**src/fpp_pkg.sv**
```systemverilog
`timescale 1ns / 1ps
// ----------------------------------------------------------------------------
// fpp_pkg
// Shared sizes and types of the feature proximity pruning block.
// ----------------------------------------------------------------------------
package fpp_pkg;

    // table and field sizes
    localparam int MAX_ENTRIES = 64;
    localparam int COORD_BITS  = 16;
    localparam int AGE_BITS    = 16;
    localparam int DIST_BITS   = 33;

    // derived widths
    localparam int CNT_BITS = $clog2(MAX_ENTRIES + 1);
    localparam int SQ_BITS  = 2 * COORD_BITS;
    localparam int SUM_BITS = SQ_BITS + 1;
    localparam int CMP_BITS = (SUM_BITS > DIST_BITS) ? SUM_BITS : DIST_BITS;

    // request travelling down the row of cells
    typedef struct packed {
        logic                  valid;
        logic [COORD_BITS-1:0] x;
        logic [COORD_BITS-1:0] y;
        logic [AGE_BITS-1:0]   age;
        logic [CNT_BITS-1:0]   rem;    // stored entries still ahead
        logic                  store;  // request still has to be written
        logic                  full;   // no room left in this frame
        logic                  drop;   // some earlier feature is too close
    } t_query;

endpackage

```
**src/fpp_cell.sv**
```systemverilog
`timescale 1ns / 1ps
// ----------------------------------------------------------------------------
// fpp_cell
// One table entry: holds a stored feature, checks a passing request against
// it in two stages (squares, then sum and compare) and stores the request
// when the request reaches the first free entry.
// ----------------------------------------------------------------------------
module fpp_cell (
    input  logic                           i_clk,
    input  logic                           i_rst_n,
    input  logic [fpp_pkg::DIST_BITS-1:0]  i_close_dist_sq,
    input  fpp_pkg::t_query                i_q,
    output fpp_pkg::t_query                o_q
);

    // stored entry
    logic [fpp_pkg::COORD_BITS-1:0] r_x;
    logic [fpp_pkg::COORD_BITS-1:0] r_y;
    logic [fpp_pkg::AGE_BITS-1:0]   r_age;

    // stage registers
    fpp_pkg::t_query              r_s1, n_s1;
    fpp_pkg::t_query              r_s2, n_s2;
    logic [fpp_pkg::SQ_BITS-1:0]  r_sx, n_sx;
    logic [fpp_pkg::SQ_BITS-1:0]  r_sy, n_sy;
    logic                         r_hit, n_hit;

    logic                           active;
    logic                           take;
    logic [fpp_pkg::COORD_BITS-1:0] dx;
    logic [fpp_pkg::COORD_BITS-1:0] dy;
    logic [fpp_pkg::SUM_BITS-1:0]   sum;

    // stage 1: distances, squares, age check, store decision
    always_comb begin
        active = (i_q.rem != '0);
        take   = i_q.valid && !active && i_q.store;
        dx     = (i_q.x > r_x) ? (i_q.x - r_x) : (r_x - i_q.x);
        dy     = (i_q.y > r_y) ? (i_q.y - r_y) : (r_y - i_q.y);
        n_sx   = fpp_pkg::SQ_BITS'(dx) * fpp_pkg::SQ_BITS'(dx);
        n_sy   = fpp_pkg::SQ_BITS'(dy) * fpp_pkg::SQ_BITS'(dy);
        n_hit  = active && (r_age >= i_q.age);
        n_s1   = i_q;
        n_s1.rem = active ? (i_q.rem - fpp_pkg::CNT_BITS'(1)) : '0;
        if (take) begin
            n_s1.store = 1'b0;
        end
    end

    // stage 2: sum of squares against the threshold
    always_comb begin
        sum  = fpp_pkg::SUM_BITS'(r_sx) + fpp_pkg::SUM_BITS'(r_sy);
        n_s2 = r_s1;
        n_s2.drop = r_s1.drop ||
                    (r_hit && (fpp_pkg::CMP_BITS'(sum) <
                               fpp_pkg::CMP_BITS'(i_close_dist_sq)));
    end

    // write the entry when the request lands here
    always_ff @(posedge i_clk) begin
        if (take) begin
            r_x   <= i_q.x;
            r_y   <= i_q.y;
            r_age <= i_q.age;
        end
    end

    // advance the request
    always_ff @(posedge i_clk) begin
        if (!i_rst_n) begin
            r_s1.valid <= 1'b0;
            r_s2.valid <= 1'b0;
        end else begin
            r_s1 <= n_s1;
            r_s2 <= n_s2;
        end
    end

    // hold the squares for stage 2
    always_ff @(posedge i_clk) begin
        r_sx  <= n_sx;
        r_sy  <= n_sy;
        r_hit <= n_hit;
    end

    assign o_q = r_s2;

endmodule

```
**config.mk**
```make
export PLATFORM = sky130hd
export DESIGN_NAME = fpp_cell
export DESIGN_NICKNAME = d
export VERILOG_FILES = /design/src/fpp_pkg.sv /design/src/fpp_cell.sv
export SDC_FILE = /design/constraint.sdc
export NUM_CORES = 1
export LEC_CHECK = 0
export BUFFER_PORTS_ARGS = -buffer_cell sky130_fd_sc_hd__clkbuf_2
export CORE_ASPECT_RATIO = 0.9
export CORE_MARGIN = 1.5
export CORE_UTILIZATION = 66
export CTS_BUF_LIST = sky130_fd_sc_hd__clkbuf_16
export CTS_CLUSTER_DIAMETER = 100
export DETAILED_ROUTE_END_ITERATION = 12
export GPL_TIMING_DRIVEN = 0
export PLACE_DENSITY = 0.88
export SYNTH_ARGS = -nofsm -noshare
export SYNTH_HDL_FRONTEND = slang
export SYNTH_SLANG_ARGS = --single-unit
export TNS_END_PERCENT = 5
```
**constraint.sdc**
```tcl
create_clock -name i_clk -period 15.5 [get_ports i_clk]
set_clock_uncertainty 0.2 [all_clocks]
set_input_delay 1.55 -clock i_clk [delete_from_list [all_inputs] [get_ports i_clk]]
set_output_delay 1.55 -clock i_clk [all_outputs]
set_load 0.01 [all_outputs]
```
==> qor.yml, run 1 <==
timing:
  finalSetupViolations: 0
  max_freq_mhz: 90.4
  tightest_slew_ns: 1.32
  finalSetupTns_ns: 0
  rsz0062_at_grt: "false"
  whs_ns: 0.218
  relSlewSlack_pct: 11.9
  slew_violations: 0
  min_period_ns: 11.07
  finalCritPeriodShare_pct: 71.4
  finalHoldViolCount: 0
placed_design:
  dpl.hpwl_um: 51500
  port_buffers: 152
  place.gp.congestion: 0.995
yosys:
  synth_edf_count: 164
  synth_compound_area_share_pct: 11.2
  yosys_warnings: 0
  syn_nets: 3463
  synth_top_cell_by_area: "fa_1"
  synthCells: 2700
  synthArstFlopShare_pct: 0
  ys_top_cells_by_area: "fa_1 25%, edfxtp_1 19%, ha_1 16%"
  synth_top_family_by_area: "adder cells"
  synth_seq_cells: 229
  synth.cell_area_sq_um: 26500
  synthMuxAreaShare_pct: 0.453
  synth.top_cell.area_share_pct: 24.8
  post_synth_xor_area_fraction_pct: 3.75
  yosys.area_share.simple_pct: 10.9
  ys_seq_area_share_pct: 23.5
  ys.flop_type: "edfxtp_1"
  synth-adder-area-share_pct: 40.9
  ys_types: 93
  syn_area_per_cell_sq_um: 9.82
finish:
  nFillCells: 2822
  register_area_sq_um: 6230
  drive_gt1_share_pct: 10.4
  multiInputGateArea_sq_um: 17800
  n_antenna_cell: 0
  finalNetCount: 3644
  area_delta_synth_final_pct: 8.70
worst_setup_path:
  cp.arrival_ns: 11.33
  crit_slowest_cell: "xor2_1"
  crit_fanout: 10
  crit_top_cell: "fa_1"
  critPathKind: "primary input to flop"
  critPathMaxStageDelay_ns: 1.03
  crit_required_ns: 15.76
  crit_path_start_kind: "primary input"
  r2r_start: "r_y[11]"
  crit_path_end_kind: "flop"
  critPathLaunch: "i_q[37]"
clocking:
  cts_sinks: 229
  cts-resized-gates: 0
  cts_tree: "done"
  clkLatencyLatePin_ns: 0.58
  cts_made_buffers: 26
  path_clk_slew_ns: 0.06
  cts_root_buf: "clkbuf_16"
  cts_buffer_depth: 3
  cts-htree-levels: 1
  cts_setup_buffers: 0
  ctsHoldBuffers: 0
floorplanning:
  die_w_um: 214
  pin_count: 153
  die-area_sq_um: 41400
  core_sq_um: 39500
  initial_utilization_pct: 67.0
  placementRows: 69
  die_height_um: 193
detailed_routing:
  wl_um: 63300
  avgRoutedWirePerCell_um: 18.4
  viasPerCell: 5.81
  first_pass_iters: 6
  ant_nets: 0
  vias: 19900
  drc: 0
  drtIter0Drc: 1621
min_path:
  holdCritPathClass: "flop to flop"
  hp-start: "n_s2[47]"
job:
  maxCapViolations: 0
global_routing:
  grt_pass1_vias: 20900
  grt_max_degree: 119
  antenna_found_initial: 0
  grt_overflow_total: 0
  track_usage_pct: 31.3
  grt_pass1_wl_um: 103000
outcome:
  status: "completed"
-- cells in the mapped netlist (16+ instances only) --
cell,count
fa_1,328
o21a_1,22
xor2_1,44
nand4_1,16
nor2b_1,18
nand2_1,180
a211oi_1,16
a21oi_1,107
o21ai_0,48
and2_1,17
dfxtp_1,65
buf_2,31
ha_1,341
xnor2_1,64
nor2_1,197
clkbuf_1,25
nand2b_1,33
nor3_1,33
inv_1,571
a21o_1,79
nand3_1,38
edfxtp_1,164
-- cells by family (layout without fill, tap and decap cells) --
group	count (synthesis)	count (layout)
multiplexers	10	10
AO/OA/AOI/OAI	424	424
buffers and inverters	647	848
flip-flops	229	229
XOR/XNOR	111	111
AND/OR/NAND/NOR	610	610
adder cells (fa/ha/maj)	669	669
-- cells in the final DEF, fill, tap and decap left out, types with 38 or more instances in the layout --
cell / netlist / final
xor2_1: 44 / 44
clkbuf_2: 0 / 151
fa_1: 328 / 328
a21oi_1: 107 / 107
o21ai_0: 48 / 48
inv_1: 571 / 575
xnor2_1: 64 / 64
nand3_1: 38 / 38
nor2_1: 197 / 197
a21o_1: 79 / 79
ha_1: 341 / 341
nand2_1: 180 / 180
dfxtp_1: 65 / 65
edfxtp_1: 164 / 164
-- per-stage QoR --
stage / util (%) / setup WS [ns] / area [sq um] / cells
floorplan: - / 5.58 / 26500 / 2700
global placement: 70.6 / 4.08 / 27900 / 3384
detailed placement: 70.7 / 4.04 / 28000 / 3385
CTS: 72.9 / 4.61 / 28800 / 3433
global route: 72.9 / 4.09 / 28800 / 3433
finish: 72.9 / 4.43 / 28800 / 3433
-- layer usage --
metal  part of all wire, %  track usage, %
met1                    41            40.9
met2                    47            52.5
met3                   9.5            8.44
met4                   2.2            7.58
met5                     0               0
-- registers in the layout (all words and copies together), names as in the netlist --
register,flops
r_s1,1
r_sx,31
r_hit,1
n_s2,58
r_y,16
o_q,59
r_sy,31
r_x,16
r_age,16
-- path summary, 6_finish.rpt --
path               to  slack, ns  cells after the start
max          r_sy[31]       4.43                     33
min           o_q[47]       0.22                      0
max reg2reg  r_sy[31]       5.17                     31
min reg2reg   o_q[47]       0.22                      0
-- critical path: cells and delay by family --
family,cells,cell delay (ns)
XOR/XNOR,2,1.13
AO/OA/AOI/OAI,11,2.79
AND/OR/NAND/NOR,4,1.12
adder cells (fa/ha/maj),8,3.56
buffers and inverters,8,1.17
-- cell type report --
type | count | share of cell area [%]
Tap cell | 532 | 2.31
Clock buffer | 26 | 2.26
Timing Repair Buffer | 153 | 2.74
Clock inverter | 22 | 0.686
Sequential cell | 229 | 21.6
Multi-Input combinational cell | 1824 | 61.8
Inverter | 588 | 7.66
Buffer | 59 | 0.942
Power of run 1 is not shown: default switching activity piles up to over one toggle a cycle in this logic, so the estimate is an artifact.
==> run 2, diff against run 1 <==
--- a/config.mk
+++ b/config.mk
@@ -8,12 +8,12 @@
 export BUFFER_PORTS_ARGS = -buffer_cell sky130_fd_sc_hd__clkbuf_2
 export CORE_ASPECT_RATIO = 0.9
 export CORE_MARGIN = 1.5
-export CORE_UTILIZATION = 66
+export CORE_UTILIZATION = 58
 export CTS_BUF_LIST = sky130_fd_sc_hd__clkbuf_16
 export CTS_CLUSTER_DIAMETER = 100
 export DETAILED_ROUTE_END_ITERATION = 12
 export GPL_TIMING_DRIVEN = 0
-export PLACE_DENSITY = 0.88
+export PLACE_DENSITY = 0.82
 export SYNTH_ARGS = -nofsm -noshare
 export SYNTH_HDL_FRONTEND = slang
 export SYNTH_SLANG_ARGS = --single-unit
==> constraint.sdc (replaced) <==
create_clock -name i_clk -period 9.9 [get_ports i_clk]
set_clock_uncertainty 0.2 [all_clocks]
set_input_delay 0.99 -clock i_clk [delete_from_list [all_inputs] [get_ports i_clk]]
set_output_delay 0.99 -clock i_clk [all_outputs]
set_load 0.01 [all_outputs]
==> run 2 against run 1 <==
Compared with the run above:
- hold slack about the same
- first-iteration DRC count down 18%
- sequential share of layout area down 0.58 points
- core utilization down 7.5 points
- register-to-register slack worse by 4.8 ns
- via count down 0.30%
- critical path depth up 1
- final area up 2.8%
- setup slack worse by 4.2 ns
- critical endpoint is now r_sy[30]
==> qor.yml, run 2 (same netlist as run 1, synthesis figures left out) <==
detailed_routing:
  wl_um: 63400  # was 63300 um
  vias: 19900  # about the same
  first_pass_iters: 5  # was 6
  drc: 0  # unchanged
  avgRoutedWirePerCell_um: 17.9  # was 18.4 um
  ant_nets: 0  # unchanged
  viasPerCell: 5.62  # was 5.81
  drtIter0Drc: 1328  # was 1621
worst_setup_path:
  critPathMaxStageDelay_ns: 0.59  # was 1.03 ns
  crit_required_ns: 10.18  # was 15.76 ns
  crit_fanout: 10  # unchanged
  crit_path_end_kind: "flop"  # unchanged
  r2r_slack_ns: 0.40  # was 5.17 ns
  crit_path_start_kind: "primary input"  # unchanged
  cp.arrival_ns: 9.96  # was 11.33 ns
  critPathKind: "primary input to flop"  # unchanged
  crit_slowest_cell: "fa_1"  # was xor2_1
  crit_top_cell: "fa_1"  # unchanged
timing:
  slew_violations: 0  # unchanged
  finalCritPeriodShare_pct: 97.7
  min_period_ns: 9.68
  finalSetupViolations: 0  # unchanged
  max_freq_mhz: 103
  relSlewSlack_pct: 20.6  # was 11.9%
  finalHoldViolCount: 0  # unchanged
  tightest_slew_ns: 1.19  # was 1.32 ns
  rsz0062_at_grt: "true"  # was false
finish:
  n_antenna_cell: 0  # unchanged
  final_cell_mix: "574 x inv_1, 340 x ha_1, 328 x fa_1, 194 x nor2_1, 180 x nand2_1"  # was 575 x inv_1, 341 x ha_1, 328 x fa_1, 197 x nor2_1, 180 x nand2_1
  drive_gt1_share_pct: 13.0  # was 10.4%
  finalNetCount: 3670  # was 3644
  area_delta_synth_final_pct: 11.7  # was 8.70%
  nFillCells: 3582  # was 2822
  final_common_cell: "inv_1"  # unchanged
  largest_reg_flops: 59  # unchanged
  register_area_sq_um: 6230  # unchanged
  final_util_pct: 65.4  # was 72.9%
  multiInputGateArea_sq_um: 18200  # was 17800 sq um
floorplanning:
  die_w_um: 228  # was 214 um
  initial_utilization_pct: 58.5  # was 67.0%
  die-area_sq_um: 47000  # was 41400 sq um
  pin_count: 153  # unchanged
  die_height_um: 206  # was 193 um
  placementRows: 74  # was 69
  core_sq_um: 45300  # was 39500 sq um
global_routing:
  grt_max_degree: 119  # unchanged
  grt_overflow_total: 0  # unchanged
  grt_pass1_vias: 20600  # was 20900
  track_usage_pct: 27.4  # was 31.3%
  antenna_found_initial: 0  # unchanged
  grt_pass1_wl_um: 103000  # about the same
clocking:
  clkLatencyLatePin_ns: 0.56  # was 0.58 ns
  cts_sinks: 229  # unchanged
  ctsHoldBuffers: 0  # unchanged
  cts_buffer_depth: 3  # unchanged
  path_clk_slew_ns: 0.06  # about the same
  cts_made_buffers: 25  # was 26
  cts_root_buf: "clkbuf_16"  # unchanged
  cts-htree-levels: 1  # unchanged
  cts_tree: "done"  # unchanged
outcome:
  status: "completed"  # unchanged
min_path:
  holdCritPathClass: "flop to flop"  # unchanged
placed_design:
  port_buffers: 152  # unchanged
  dpl.hpwl_um: 51600  # was 51500 um
  place.gp.congestion: 0.994  # was 0.995
job:
  maxCapViolations: 0  # unchanged
==> run 2: path summary, 6_finish.rpt <==
kind / cells past startpoint / endpoint / startpoint
worst min register to register: 0 / o_q[57] / n_s2[57]
worst min-delay path: 0 / o_q[57] / n_s2[57]
worst max register to register: 32 / r_sy[30] / r_y[11]
worst max-delay path: 34 / r_sy[30] / i_q[37]
==> run 2: area by class of cell <==
| type | instances | area share [%] |
|---|---|---|
| buffer | 57 | 1.01 |
| clock buffer | 25 | 2.11 |
| clock inverter | 21 | 0.947 |
| inverter | 588 | 7.48 |
| multi-input combinational | 1824 | 61.4 |
| sequential | 229 | 21.0 |
| tap | 608 | 2.57 |
| timing repair buffer | 182 | 3.44 |
==> run 2: what timing repair did <==
item / CTS / global route
setup endpoints to repair: 7 / 17
setup buffers: 1 / 28
pin swaps: 1 / 18
resized for setup: 10 / 85
==> run 2: routing by layer <==
metal	wire length [um]	global-route usage [%]	vias to the layer above
met5	0	0	-
met4	1190	5.89	0
met3	5230	5.40	108
met2	29800	45.6	735
met1	27200	37.5	9820
li1	-	-	9207
==> run 2: stage by stage <==
step,setup slack (ns),instances,hold slack [ns],setup TNS [ns],cell area (sq um)
final,0.225,3534,0.217,0,29600
after global routing,-0.0907,3534,0.221,-0.0907,29600
after CTS,0.00260,3508,0.220,0,29000
after detailed placement,-0.938,3461,0.205,-11.06,28100
after global placement,-0.855,3460,0.200,-7.89,28000
after floorplan,0.539,2700,0.200,0,26500
==> run 2: worst max-delay path, delay by kind of cell <==
kind | cells | cell delay, ns
AO/OA/AOI/OAI | 9 | 2.08
XOR/XNOR | 1 | 0.41
adder cells (fa/ha/maj) | 8 | 3.66
buffers and inverters | 8 | 1.08
AND/OR/NAND/NOR | 8 | 1.70
Power of run 2 is left out for the same reason.
